`src/design/pts_pkg.sv`:
```
`default_nettype none
// ----------------------------------------------------------------------------
// Priority thread scheduler package
// Widths, action and error codes, and the controller/datapath interface types.
// ----------------------------------------------------------------------------
package pts_pkg;

   localparam int THREAD_COUNT_DEFAULT = 16;
   localparam int ACTION_W             = 2;
   localparam int PRIO_W               = 4;
   localparam int TICKS_W              = 32;
   localparam int ERR_W                = 2;

   typedef enum logic [ACTION_W-1:0] {
      ACT_TICK     = 2'd0,
      ACT_DELAY    = 2'd1,
      ACT_START    = 2'd2,
      ACT_SCHEDULE = 2'd3
   } action_type;

   typedef enum logic [ERR_W-1:0] {
      ERR_OK   = 2'd0,
      ERR_PRIO = 2'd1,
      ERR_IDLE = 2'd2,
      ERR_ZERO = 2'd3
   } err_type;

   typedef struct packed {
      logic    walk_init;
      logic    walk_step;
      logic    start_apply;
      logic    delay_apply;
      logic    schedule;
      logic    respond_hold;
      err_type hold_err;
   } dp_cmd_type;

   typedef struct packed {
      err_type start_err;
      err_type delay_err;
      logic    walk_last;
   } dp_status_type;

endpackage
`default_nettype wire

```
`src/design/pts_ctrl.sv`:
```
`default_nettype none
// ----------------------------------------------------------------------------
// Scheduler controller
// Sequences each request: immediate reply, timeout walk, or schedule.
// ----------------------------------------------------------------------------
module pts_ctrl (
   input  wire logic                          clock,
   input  wire logic                          reset,
   input  wire logic                          start,
   input  wire logic [pts_pkg::ACTION_W-1:0]  req_action,
   input  wire pts_pkg::dp_status_type        status,
   output pts_pkg::dp_cmd_type                cmd,
   output logic                               busy
);

   typedef enum logic [1:0] {
      ST_IDLE,
      ST_WALK,
      ST_DRAIN,
      ST_SCHED
   } state_type;

   state_type           state_ff;
   state_type           state_in;
   pts_pkg::action_type action;

   assign action = pts_pkg::action_type'(req_action);
   assign busy   = (state_ff != ST_IDLE);

   always_comb begin
      cmd      = '0;
      state_in = state_ff;
      unique case (state_ff)
         ST_IDLE: begin
            if (start) begin
               unique case (action)
                  pts_pkg::ACT_TICK: begin
                     cmd.walk_init = 1'b1;
                     state_in      = ST_WALK;
                  end
                  pts_pkg::ACT_DELAY: begin
                     if (status.delay_err == pts_pkg::ERR_OK) begin
                        cmd.delay_apply = 1'b1;
                        state_in        = ST_SCHED;
                     end else begin
                        cmd.respond_hold = 1'b1;
                        cmd.hold_err     = status.delay_err;
                     end
                  end
                  pts_pkg::ACT_START: begin
                     cmd.start_apply  = (status.start_err == pts_pkg::ERR_OK);
                     cmd.respond_hold = 1'b1;
                     cmd.hold_err     = status.start_err;
                  end
                  pts_pkg::ACT_SCHEDULE: begin
                     state_in = ST_SCHED;
                  end
               endcase
            end
         end
         ST_WALK: begin
            cmd.walk_step = 1'b1;
            if (status.walk_last) begin
               state_in = ST_DRAIN;
            end
         end
         ST_DRAIN: begin
            state_in = ST_SCHED;
         end
         ST_SCHED: begin
            cmd.schedule = 1'b1;
            state_in     = ST_IDLE;
         end
      endcase
   end

   always_ff @(posedge clock) begin
      if (reset) begin
         state_ff <= ST_IDLE;
      end else begin
         state_ff <= state_in;
      end
   end

endmodule
`default_nettype wire

```
`src/design/pts_datapath.sv`:
```
`default_nettype none
// ----------------------------------------------------------------------------
// Scheduler datapath
// Thread masks, timeout memory with pipelined walk, priority pick, result regs.
// ----------------------------------------------------------------------------
module pts_datapath #(
   parameter int THREAD_COUNT = pts_pkg::THREAD_COUNT_DEFAULT
) (
   input  wire logic                          clock,
   input  wire logic                          reset,
   input  wire pts_pkg::dp_cmd_type           cmd,
   output pts_pkg::dp_status_type             status,
   input  wire logic [pts_pkg::PRIO_W-1:0]    req_priority_req,
   input  wire logic [pts_pkg::TICKS_W-1:0]   req_delay_ticks,
   output logic                               rsp_valid,
   output logic [pts_pkg::PRIO_W-1:0]         rsp_next_thread,
   output logic                               rsp_switch_needed,
   output logic [pts_pkg::ERR_W-1:0]          rsp_error_code
);

   localparam int                IDX_W    = $clog2(THREAD_COUNT);
   localparam logic [IDX_W-1:0]  LAST_IDX = IDX_W'(THREAD_COUNT - 1);
   localparam logic [IDX_W-1:0]  FIRST_IDX = IDX_W'(1);

   logic [THREAD_COUNT-1:0]         ready_ff, ready_in;
   logic [THREAD_COUNT-1:0]         delayed_ff, delayed_in;
   logic [THREAD_COUNT-1:0]         registered_ff, registered_in;
   logic [IDX_W-1:0]                current_ff, current_in;

   logic [pts_pkg::TICKS_W-1:0]     timeout_mem [THREAD_COUNT];
   logic [pts_pkg::TICKS_W-1:0]     rdata_ff;
   logic [IDX_W-1:0]                rd_idx_ff, rd_idx_in;
   logic [IDX_W-1:0]                stage_idx_ff;
   logic                            stage_valid_ff;
   logic                            stage_hit;
   logic [pts_pkg::TICKS_W-1:0]     decremented;

   logic                            mem_we;
   logic [IDX_W-1:0]                mem_waddr;
   logic [pts_pkg::TICKS_W-1:0]     mem_wdata;

   logic [IDX_W-1:0]                prio_idx;
   logic                            prio_in_range;
   logic [IDX_W-1:0]                pick;

   logic                            rsp_valid_ff, rsp_valid_in;
   logic [pts_pkg::PRIO_W-1:0]      rsp_next_ff, rsp_next_in;
   logic                            rsp_switch_ff, rsp_switch_in;
   pts_pkg::err_type                rsp_err_ff, rsp_err_in;

   assign prio_idx      = IDX_W'(req_priority_req);
   assign prio_in_range = (32'(req_priority_req) < 32'(THREAD_COUNT));

   always_comb begin
      status.start_err = (!prio_in_range || registered_ff[prio_idx]) ?
                         pts_pkg::ERR_PRIO : pts_pkg::ERR_OK;
      if (current_ff == '0) begin
         status.delay_err = pts_pkg::ERR_IDLE;
      end else if (req_delay_ticks == '0) begin
         status.delay_err = pts_pkg::ERR_ZERO;
      end else begin
         status.delay_err = pts_pkg::ERR_OK;
      end
      status.walk_last = (rd_idx_ff == LAST_IDX);
   end

   // highest ready priority, idle when none
   always_comb begin
      pick = '0;
      for (int p = 1; p < THREAD_COUNT; p++) begin
         if (ready_ff[p]) begin
            pick = IDX_W'(p);
         end
      end
   end

   // timeout walk: saturating decrement, release on zero
   assign decremented = (rdata_ff != '0) ? (rdata_ff - pts_pkg::TICKS_W'(1)) : '0;
   assign stage_hit   = stage_valid_ff && delayed_ff[stage_idx_ff];

   always_comb begin
      ready_in      = ready_ff;
      delayed_in    = delayed_ff;
      registered_in = registered_ff;
      current_in    = current_ff;
      rd_idx_in     = rd_idx_ff;

      if (cmd.start_apply) begin
         registered_in[prio_idx] = 1'b1;
         ready_in[prio_idx]      = 1'b1;
      end
      if (cmd.delay_apply) begin
         ready_in[current_ff]   = 1'b0;
         delayed_in[current_ff] = 1'b1;
      end
      if (stage_hit && (decremented == '0)) begin
         ready_in[stage_idx_ff]   = 1'b1;
         delayed_in[stage_idx_ff] = 1'b0;
      end

      priority if (cmd.walk_init) begin
         rd_idx_in = FIRST_IDX;
      end else if (cmd.walk_step) begin
         rd_idx_in = rd_idx_ff + IDX_W'(1);
      end

      if (cmd.schedule) begin
         current_in = pick;
      end
   end

   always_comb begin
      mem_we    = cmd.delay_apply || stage_hit;
      mem_waddr = cmd.delay_apply ? current_ff : stage_idx_ff;
      mem_wdata = cmd.delay_apply ? req_delay_ticks : decremented;
   end

   always_comb begin
      rsp_valid_in  = cmd.schedule || cmd.respond_hold;
      rsp_next_in   = pts_pkg::PRIO_W'(cmd.schedule ? pick : current_ff);
      rsp_switch_in = cmd.schedule && (pick != current_ff);
      rsp_err_in    = cmd.schedule ? pts_pkg::ERR_OK : cmd.hold_err;
   end

   always_ff @(posedge clock) begin
      if (mem_we) begin
         timeout_mem[mem_waddr] <= mem_wdata;
      end
      if (cmd.walk_step) begin
         rdata_ff <= timeout_mem[rd_idx_ff];
      end
   end

   always_ff @(posedge clock) begin
      if (reset) begin
         ready_ff       <= '0;
         delayed_ff     <= '0;
         registered_ff  <= THREAD_COUNT'(1);
         current_ff     <= '0;
         stage_valid_ff <= 1'b0;
         rsp_valid_ff   <= 1'b0;
      end else begin
         ready_ff       <= ready_in;
         delayed_ff     <= delayed_in;
         registered_ff  <= registered_in;
         current_ff     <= current_in;
         stage_valid_ff <= cmd.walk_step;
         rsp_valid_ff   <= rsp_valid_in;
      end
   end

   always_ff @(posedge clock) begin
      rd_idx_ff     <= rd_idx_in;
      stage_idx_ff  <= rd_idx_ff;
      rsp_next_ff   <= rsp_next_in;
      rsp_switch_ff <= rsp_switch_in;
      rsp_err_ff    <= rsp_err_in;
   end

   assign rsp_valid         = rsp_valid_ff;
   assign rsp_next_thread   = rsp_next_ff;
   assign rsp_switch_needed = rsp_switch_ff;
   assign rsp_error_code    = rsp_err_ff;

`ifndef SYNTH
   a_ready_delayed_disjoint: assert property (@(posedge clock) disable iff (reset)
      (ready_ff & delayed_ff) == '0)
      else $error("thread both ready and delayed");

   a_idle_never_queued: assert property (@(posedge clock) disable iff (reset)
      !ready_ff[0] && !delayed_ff[0])
      else $error("idle thread in ready or delayed mask");

   a_idle_registered: assert property (@(posedge clock) disable iff (reset)
      registered_ff[0])
      else $error("idle thread lost registration");

   a_queued_registered: assert property (@(posedge clock) disable iff (reset)
      ((ready_ff | delayed_ff) & ~registered_ff) == '0)
      else $error("unregistered thread ready or delayed");

   a_no_switch_on_hold: assert property (@(posedge clock) disable iff (reset)
      cmd.respond_hold |=> rsp_valid_ff && !rsp_switch_ff)
      else $error("switch flagged on a non-scheduling transfer");
`endif

endmodule
`default_nettype wire

```
`src/design/priority_thread_scheduler.sv`:
```
`default_nettype none
// ----------------------------------------------------------------------------
// Priority thread scheduler
// Bitmask RTOS scheduler with per-priority delay timeouts.
// ----------------------------------------------------------------------------
// A request transfers when start is high and busy is low; each request gives
// exactly one result, shown for a single cycle with rsp_valid and never held,
// so the receiver must take it then. Start requests and rejected delays reply
// in the next cycle and leave busy low. Delay and schedule requests pass
// through the schedule state with busy high for one cycle and then reply
// from the result registers. A tick walks the timeout memory one entry per
// cycle through its single read port; busy stays high through the walk, drain
// and schedule states. The timeout memory needs no clearing after reset.
// ----------------------------------------------------------------------------
module priority_thread_scheduler #(
   parameter int THREAD_COUNT = pts_pkg::THREAD_COUNT_DEFAULT
) (
   input  wire logic                          clock,
   input  wire logic                          reset,
   input  wire logic                          start,
   output logic                               busy,
   input  wire logic [pts_pkg::ACTION_W-1:0]  req_action,
   input  wire logic [pts_pkg::PRIO_W-1:0]    req_priority_req,
   input  wire logic [pts_pkg::TICKS_W-1:0]   req_delay_ticks,
   output logic                               rsp_valid,
   output logic [pts_pkg::PRIO_W-1:0]         rsp_next_thread,
   output logic                               rsp_switch_needed,
   output logic [pts_pkg::ERR_W-1:0]          rsp_error_code
);

   pts_pkg::dp_cmd_type    cmd;
   pts_pkg::dp_status_type status;

   pts_ctrl u_ctrl (
      .clock      (clock),
      .reset      (reset),
      .start      (start),
      .req_action (req_action),
      .status     (status),
      .cmd        (cmd),
      .busy       (busy)
   );

   pts_datapath #(
      .THREAD_COUNT (THREAD_COUNT)
   ) u_datapath (
      .clock             (clock),
      .reset             (reset),
      .cmd               (cmd),
      .status            (status),
      .req_priority_req  (req_priority_req),
      .req_delay_ticks   (req_delay_ticks),
      .rsp_valid         (rsp_valid),
      .rsp_next_thread   (rsp_next_thread),
      .rsp_switch_needed (rsp_switch_needed),
      .rsp_error_code    (rsp_error_code)
   );

endmodule
`default_nettype wire
```
`config.mk`:
```
export PLATFORM = sky130hd
export DESIGN_NAME = priority_thread_scheduler
export DESIGN_NICKNAME = d
export VERILOG_FILES = /design/src/design/pts_pkg.sv /design/src/design/pts_ctrl.sv /design/src/design/pts_datapath.sv /design/src/design/priority_thread_scheduler.sv
export SDC_FILE = /design/constraint.sdc
export NUM_CORES = 1
export LEC_CHECK = 0
export BUFFER_PORTS_ARGS = -buffer_cell sky130_fd_sc_hd__buf_4
export CORE_MARGIN = 5
export CORE_UTILIZATION = 35
export DETAILED_ROUTE_END_ITERATION = 6
export PLACE_DENSITY_LB_ADDON = 0.12
export SLEW_MARGIN = 20
export SYNTH_ARGS = -nofsm -noshare
export SYNTH_HDL_FRONTEND = slang
export SYNTH_SLANG_ARGS = --single-unit
```
`constraint.sdc`:
```
create_clock -name clock -period 5.2 [get_ports clock]
set_input_delay 1.04 -clock clock [delete_from_list [all_inputs] [get_ports clock]]
set_output_delay 1.04 -clock clock [all_outputs]
set_load 0.01 [all_outputs]
```
# --- Word-level counts from Yosys, hierarchy flattened ---
# Memories as Yosys holds them, arrays and structs flattened. A register that Yosys moved wholly into a read port is not among the register bits.
# Cells that the tools add are included.
totals:
  regBits: 71
  latchBits: 0
  ram_bits: 512
  romBits: 0
  input_bits: 41
  output_inout_bits: 9
  wordCells: 120
  mem_count: 1
op_classes:
  addsub: 2
  n_mul: 0
  div_mod_pow: 0
  magnitude_cmp: 6
  eq_ne: 12
  shifts: 0
  n_mux: 58
  bitwise_logic: 10
  n_reduce_logical: 19
mem_list:
  columns: ["name", "words", "word_bits", "read_ports", "rd_ports_with_merged_regs", "wr", "line", "text"]
  rows:
  - ["u_datapath.timeout_mem", 16, 32, 1, 1, 1, "pts_datapath.sv:30", "logic [pts_pkg::TICKS_W-1:0] timeout_mem [THREAD_COUNT];"]
op_table:
  columns: ["operator", "count"]
  rows:
  - ["$mux 16", 5]
  - ["$logic_not 32->1", 2]
  - ["$mux 32", 2]
  - ["$or 16x16->16", 4]
  - ["$mux 4", 10]
  - ["$and 16x16->16", 2]
  - ["$not 16->16", 2]
  - ["$reduce_bool 32->1", 1]
  - ["$sub 32x1->32 const B", 1]
  - ["$mux 3", 7]
  - ["$mux 2", 9]
  - ["$mux 1", 17]
  - ["$lt 4x5->1 const B", 3]
  - ["$demux 1 s4", 3]
  - ["$ge 4x1->1 const B", 3]
  - ["$bmux 1 s4", 2]
  - ["$eq 2x2->1 const B", 4]
  - ["$logic_not 2->1", 4]
  - ["$pmux 2 s4", 1]
  - ["$logic_and 1x1->1", 6]
  - ["$pmux 2 s3", 1]
  - ["$pmux 3 s2", 1]
  - ["$add 4x1->4 const B", 1]
  - ["$eq 2x1->1 const B", 2]
  - ["other kinds (11)", 14]

# --- Depth between registers and ports, before layout ---
logic_depth:
  ltp_word: 17
  mapped_depth: 11
  mapped_depth_nobuf: 9

# --- By module ---
# Synthesis repeated with hierarchy kept, for this count alone.
hier_totals:
  cells_unflattened: 1407
  hier_area_um2: 25142.9
by_module_without_submodules:
  columns: ["module", "instances", "cells_per_inst", "area_each_um2", "seq_area_each_um2"]
  rows:
  - ["pts_datapath", 1, 1366, 24805.0, 17697.0]
  - ["pts_ctrl", 1, 41, 337.8, 40.0]

# --- Least setup slack after synthesis ---
# Ideal clock, no wire load.
synth_timing:
  path_kind: "input to register"
  start: "input req_action[1] in the netlist's numbering"
  end: "memory u_datapath.timeout_mem[12][0] in the netlist's numbering (enable)"
  setup_ps: 421
  arrival_ps: 3749
  path_slack_ps: 1030
  stages: 8
  path_buffers: 2
  path_cell_list: "inv_1 ha_1 nand4_1 o21ba_2 clkbuf_1 clkbuf_1 a31oi_1 nor2_1"
synth_between:
  elab_chain_cells: 7
synth_rtl:
  columns: ["item", "line", "text"]
  rows:
  - ["start, declared", "priority_thread_scheduler.sv:22", "input wire logic [pts_pkg::ACTION_W-1:0] req_action,"]
  - ["$eq 2x1->1 *", "pts_ctrl.sv:36", "unique case (action)"]
  - ["$mux 1 *", "pts_ctrl.sv:36", null]
  - ["$mux 2 *", "pts_ctrl.sv:35", "if (start) begin"]
  - ["$mux 2 *", "pts_ctrl.sv:33", "unique case (state_ff)"]
  - ["$logic_or 1x1->1", "pts_datapath.sv:113", "mem_we = cmd.delay_apply || stage_hit;"]
  - ["$mux 1", "pts_datapath.sv:126", "if (mem_we) begin"]
  - ["$mux 1 (not written as such)", "pts_datapath.sv:127", "timeout_mem[mem_waddr] <= mem_wdata;"]
  - ["end, declared", "pts_datapath.sv:30", null]
# Mark *: on every way between the ends. The rest lies on a longest branch, timed or not.

# --- Worst setup path after layout ---
layout_timing:
  start: "input req_delay_ticks[10] in the netlist's numbering"
  end: "memory u_datapath.timeout_mem[10][12] in the netlist's numbering (enable)"
layout_between:
  elab_chain_cells: 11
layout_rtl:
  columns: ["item", "line", "text"]
  rows:
  - ["start, declared", "priority_thread_scheduler.sv:24", "input wire logic [pts_pkg::TICKS_W-1:0] req_delay_ticks,"]
  - ["$logic_not 32->1 *", "pts_datapath.sv:59", "end else if (req_delay_ticks == '0) begin"]
  - ["$mux 2 *", "pts_datapath.sv:59", null]
  - ["$mux 2 *", "pts_datapath.sv:57", "if (current_ff == '0) begin"]
  - ["$logic_not 2->1 *", "pts_ctrl.sv:42", "if (status.delay_err == pts_pkg::ERR_OK) begin"]
  - ["$mux 1 *", "pts_ctrl.sv:42", null]
  - ["$mux 1 *", "pts_ctrl.sv:36", null]
  - ["$mux 2 *", "pts_ctrl.sv:35", null]
  - ["$mux 2 *", "pts_ctrl.sv:33", null]
  - ["$logic_or 1x1->1", "pts_datapath.sv:113", null]
  - ["$mux 1", "pts_datapath.sv:126", null]
  - ["$mux 1 (not written as such)", "pts_datapath.sv:127", null]
# Marks and branches as above.

==> metrics <==
outcome finished, final reports clean; DRT antenna net count 0; largest family of logic cells by synthesized area multiplexers; H-Tree Depth 3; slew margin rel. between 20% and 30%; CTS Buffer Depth 3; Peak VDD IR ~0.00031 V; die height approximately 280 um; Post-Syn Area between 20000 and 30000 um^2; simple-gate share of the synthesized area around 6.6%; dominant synthesized flop cell edfxtp_1; Final Cell Area 29370 um^2; cts bufs inserted between 70 and 80; warnings from Yosys 0; setup bufs post-CTS 0; first-pass GRT wire length 97990 um; Core Area between 70000 and 80000 um^2; vias in the first global route 14140; CTS root buffer clkbuf_16; Starting Density between 30% and 40%; HPWL after DPL 40010 um; total gr overflow 0; Peak Freq about 240 MHz; Pins Over Slew Limit 0; drt pass-1 iters 5; synthesis-stage register bit count between 600 and 700; Fin Setup TNS 0 ns; Netlist cell types 64; Post-CTS Resized 0; ys async rst share 0%; final hold violations 0; P&R area growth vs syn 16.58%; clk_lat worst skew ~0.62 ns; most common cell after layout, fill and taps aside edfxtp_1; Pwr Density about 500 nW/um^2; multiplexer share of the synthesized area 15.44%; routed vias around 14000; Final Wtd Congestion 0.7908; Critical Path, Cell by Cell buf_4 > nor4_1 > buf_4 > nand4_1 > nor2_1 > or2_2 > nand2b_1 > o21a_1 > nor2_4 > buf_4; Critical Path Source Type input port; Hold Crit Class reg -> reg; Post-Syn Instances 1407; share of layout cells above drive strength 1 27.74%; fraction of synthesized cell area in xor and xnor cells less than 1%; # port buffers 49; IO Pins 50; Clock Pin Slew Worst Setup and Hold Paths about 0.05 ns; nets between 1500 and 2000; Tot GR Track Use between 10% and 20%; Worst Path Class, Setup in -> reg; vias per inst approximately 5.4; MaxCap Viol Count 0; Clock Skew approximately 0.033 ns; critical path's largest stage delay between 0.8 and 0.9 ns; DIE WIDTH 278.3 um; initial antenna violation count 2; Post-synth EDFFs between 500 and 600; row cnt 98; DR WL/cell around 26 um; CTS Sinks between 600 and 700; syn avg cell area 17.91 um^2; worst-margin pin slew ~1.2 ns; Worst setup EP type flip-flop; fin crit share about four fifths; routed wire length between 60000 and 70000 um; # DRC 0; Hold-fix buffers, CTS 0; commonest cells after routing, fill and taps aside edfxtp_1 (544), mux4_2 (169), buf_4 (114); Seq/Total Area, Yosys just over 70%; largest net degree at the start of global routing 71; crit-path most repeated cell buf_4; CTS tree built; Synth Area in Compound Gates 4.460%; Tmin final approximately 4.2 ns; endpoints failing setup 0; placed instance area between 20000 and 30000 um^2; post-synthesis adder-cell area fraction less than 1%; Critical Path RT about 5.5 ns; Data arrival, critical path about 4.5 ns; CP Max Fanout 19; crit path max-delay cell type nor2_4; die area roughly 77000 um^2; unrepaired setup endpoints after global routing false; Syn Nets roughly 1500; Leakage slightly above 9 nW; fin util just over 40%; Initial DRC Count ~1100
## routing by layer
layer  routed length (um)  up-vias  share of wire (%)  GRT usage [%]
li1                     -     5947                  -              -
met1                30860     7134                 47          25.03
met5                    0        -                  0              0
met4                 1263        0                1.9          3.943
met2                30700      346                 46          26.44
met3                 3405       87                5.1          3.347
## stage by stage
stage / total power, W / worst slack (ns) / instances / hold WS [ns]
floorplan: 0.008987 / 1.030 / 1407 / 0.3290
detailed placement: 0.01044 / 0.3640 / 2389 / 0.4334
CTS: 0.01530 / 1.022 / 2518 / 0.4602
global placement: 0.01042 / 0.3779 / 2389 / 0.4240
finish: 0.01505 / 0.9738 / 2521 / 0.4548
global route: 0.01573 / 0.6736 / 2518 / 0.4657
## synthesized netlist by cell type, drive strengths merged, types with 2 or more instances
cell type    n  share of area (%)
a211o        2              0.070
a211oi       4               0.12
a21o         2              0.060
a21oi       23               0.47
a221oi       2              0.070
a31oi       19               0.47
a41oi        4               0.14
and2         3              0.075
and3        12               0.30
buf         24               0.47
clkbuf      62               0.93
dfxtp       70                5.6
edfxtp     544                 65
ha          10               0.50
inv         16               0.24
mux2         3               0.13
mux2i        5               0.20
mux4       169                 15
nand2       47               0.71
nand2b      16               0.40
nand3       11               0.24
nand3b       6               0.18
nand4        9               0.25
nor2       119                1.8
nor2b        9               0.22
nor3        28               0.60
nor4        25               0.81
nor4b        3               0.16
o211ai       2              0.060
o21a         4               0.12
o21ai       34               0.68
o21ba        2              0.079
o21bai      18               0.54
o22ai       12               0.30
o31a         2              0.070
o31ai        4               0.12
o32ai       16               0.85
o41ai        3               0.13
or2          5               0.12
or3         17               0.42
or4          8               0.25
xnor2       18               0.63
xor2         9               0.31
## sequential cells by signal, summed over array words and instances (netlist names), 4 cells and up
signal and cells:
u_datapath.current_ff 4, u_datapath.delayed_ff 16, u_datapath.rd_idx_ff 4, u_datapath.rdata_ff 32, u_datapath.ready_ff 15, u_datapath.registered_ff 16
u_datapath.rsp_next_thread 4, u_datapath.stage_idx_ff 4, u_datapath.timeout_mem 512
## final timing paths
path | from | end | slack [ns] | cells past startpoint
max | req_delay_ticks[10] | u_datapath.timeout_mem[10][12]$_DFFE_PP_ | 0.97 | 10
min | u_datapath.delayed_ff[0]$_SDFF_PP0_ | u_datapath.delayed_ff[0]$_SDFF_PP0_ | 0.45 | 2
max reg2reg | u_datapath.rdata_ff[2]$_DFFE_PP_ | u_datapath.ready_ff[1]$_SDFF_PP0_ | 1.51 | 7
min reg2reg | u_datapath.delayed_ff[0]$_SDFF_PP0_ | u_datapath.delayed_ff[0]$_SDFF_PP0_ | 0.45 | 2
## area by class of cell
class	count	area, um^2
Tap cell	950	1189
Timing Repair Buffer	118	935.9
Inverter	16	60.06
Clock inverter	34	330.3
Multi-Input combinational cell	691	7167
Antenna cell	3	7.507
Sequential cell	614	17750
Clock buffer	95	1931
Fill cell	6362	42120
## where the power goes
part	switching [W]	internal (W)
registers	0.000531	0.00622
logic	0.00191	0.00158
clock network	0.00198	0.00283
total	0.00442	0.0106
## critical path, delay by kind of cell
| family | cells | cell delay [ns] |
|---|---|---|
| AND/OR/NAND/NOR | 6 | 2.45 |
| AO/OA/AOI/OAI | 1 | 0.34 |
| buffers and inverters | 3 | 0.67 |
## cells by family (layout without fill, tap and decap cells)
family / count (synthesis) / count (layout)
AOI/OAI and AO/OA: 156 / 156
xor gates and xnor gates: 27 / 27
adders and majority gates: 10 / 10
buffers and inverters: 102 / 263
DFF: 614 / 614
muxes: 177 / 177
other: 0 / 3
and+or+nand+nor: 321 / 321
Note: power is estimated with default switching activity, not from simulation.
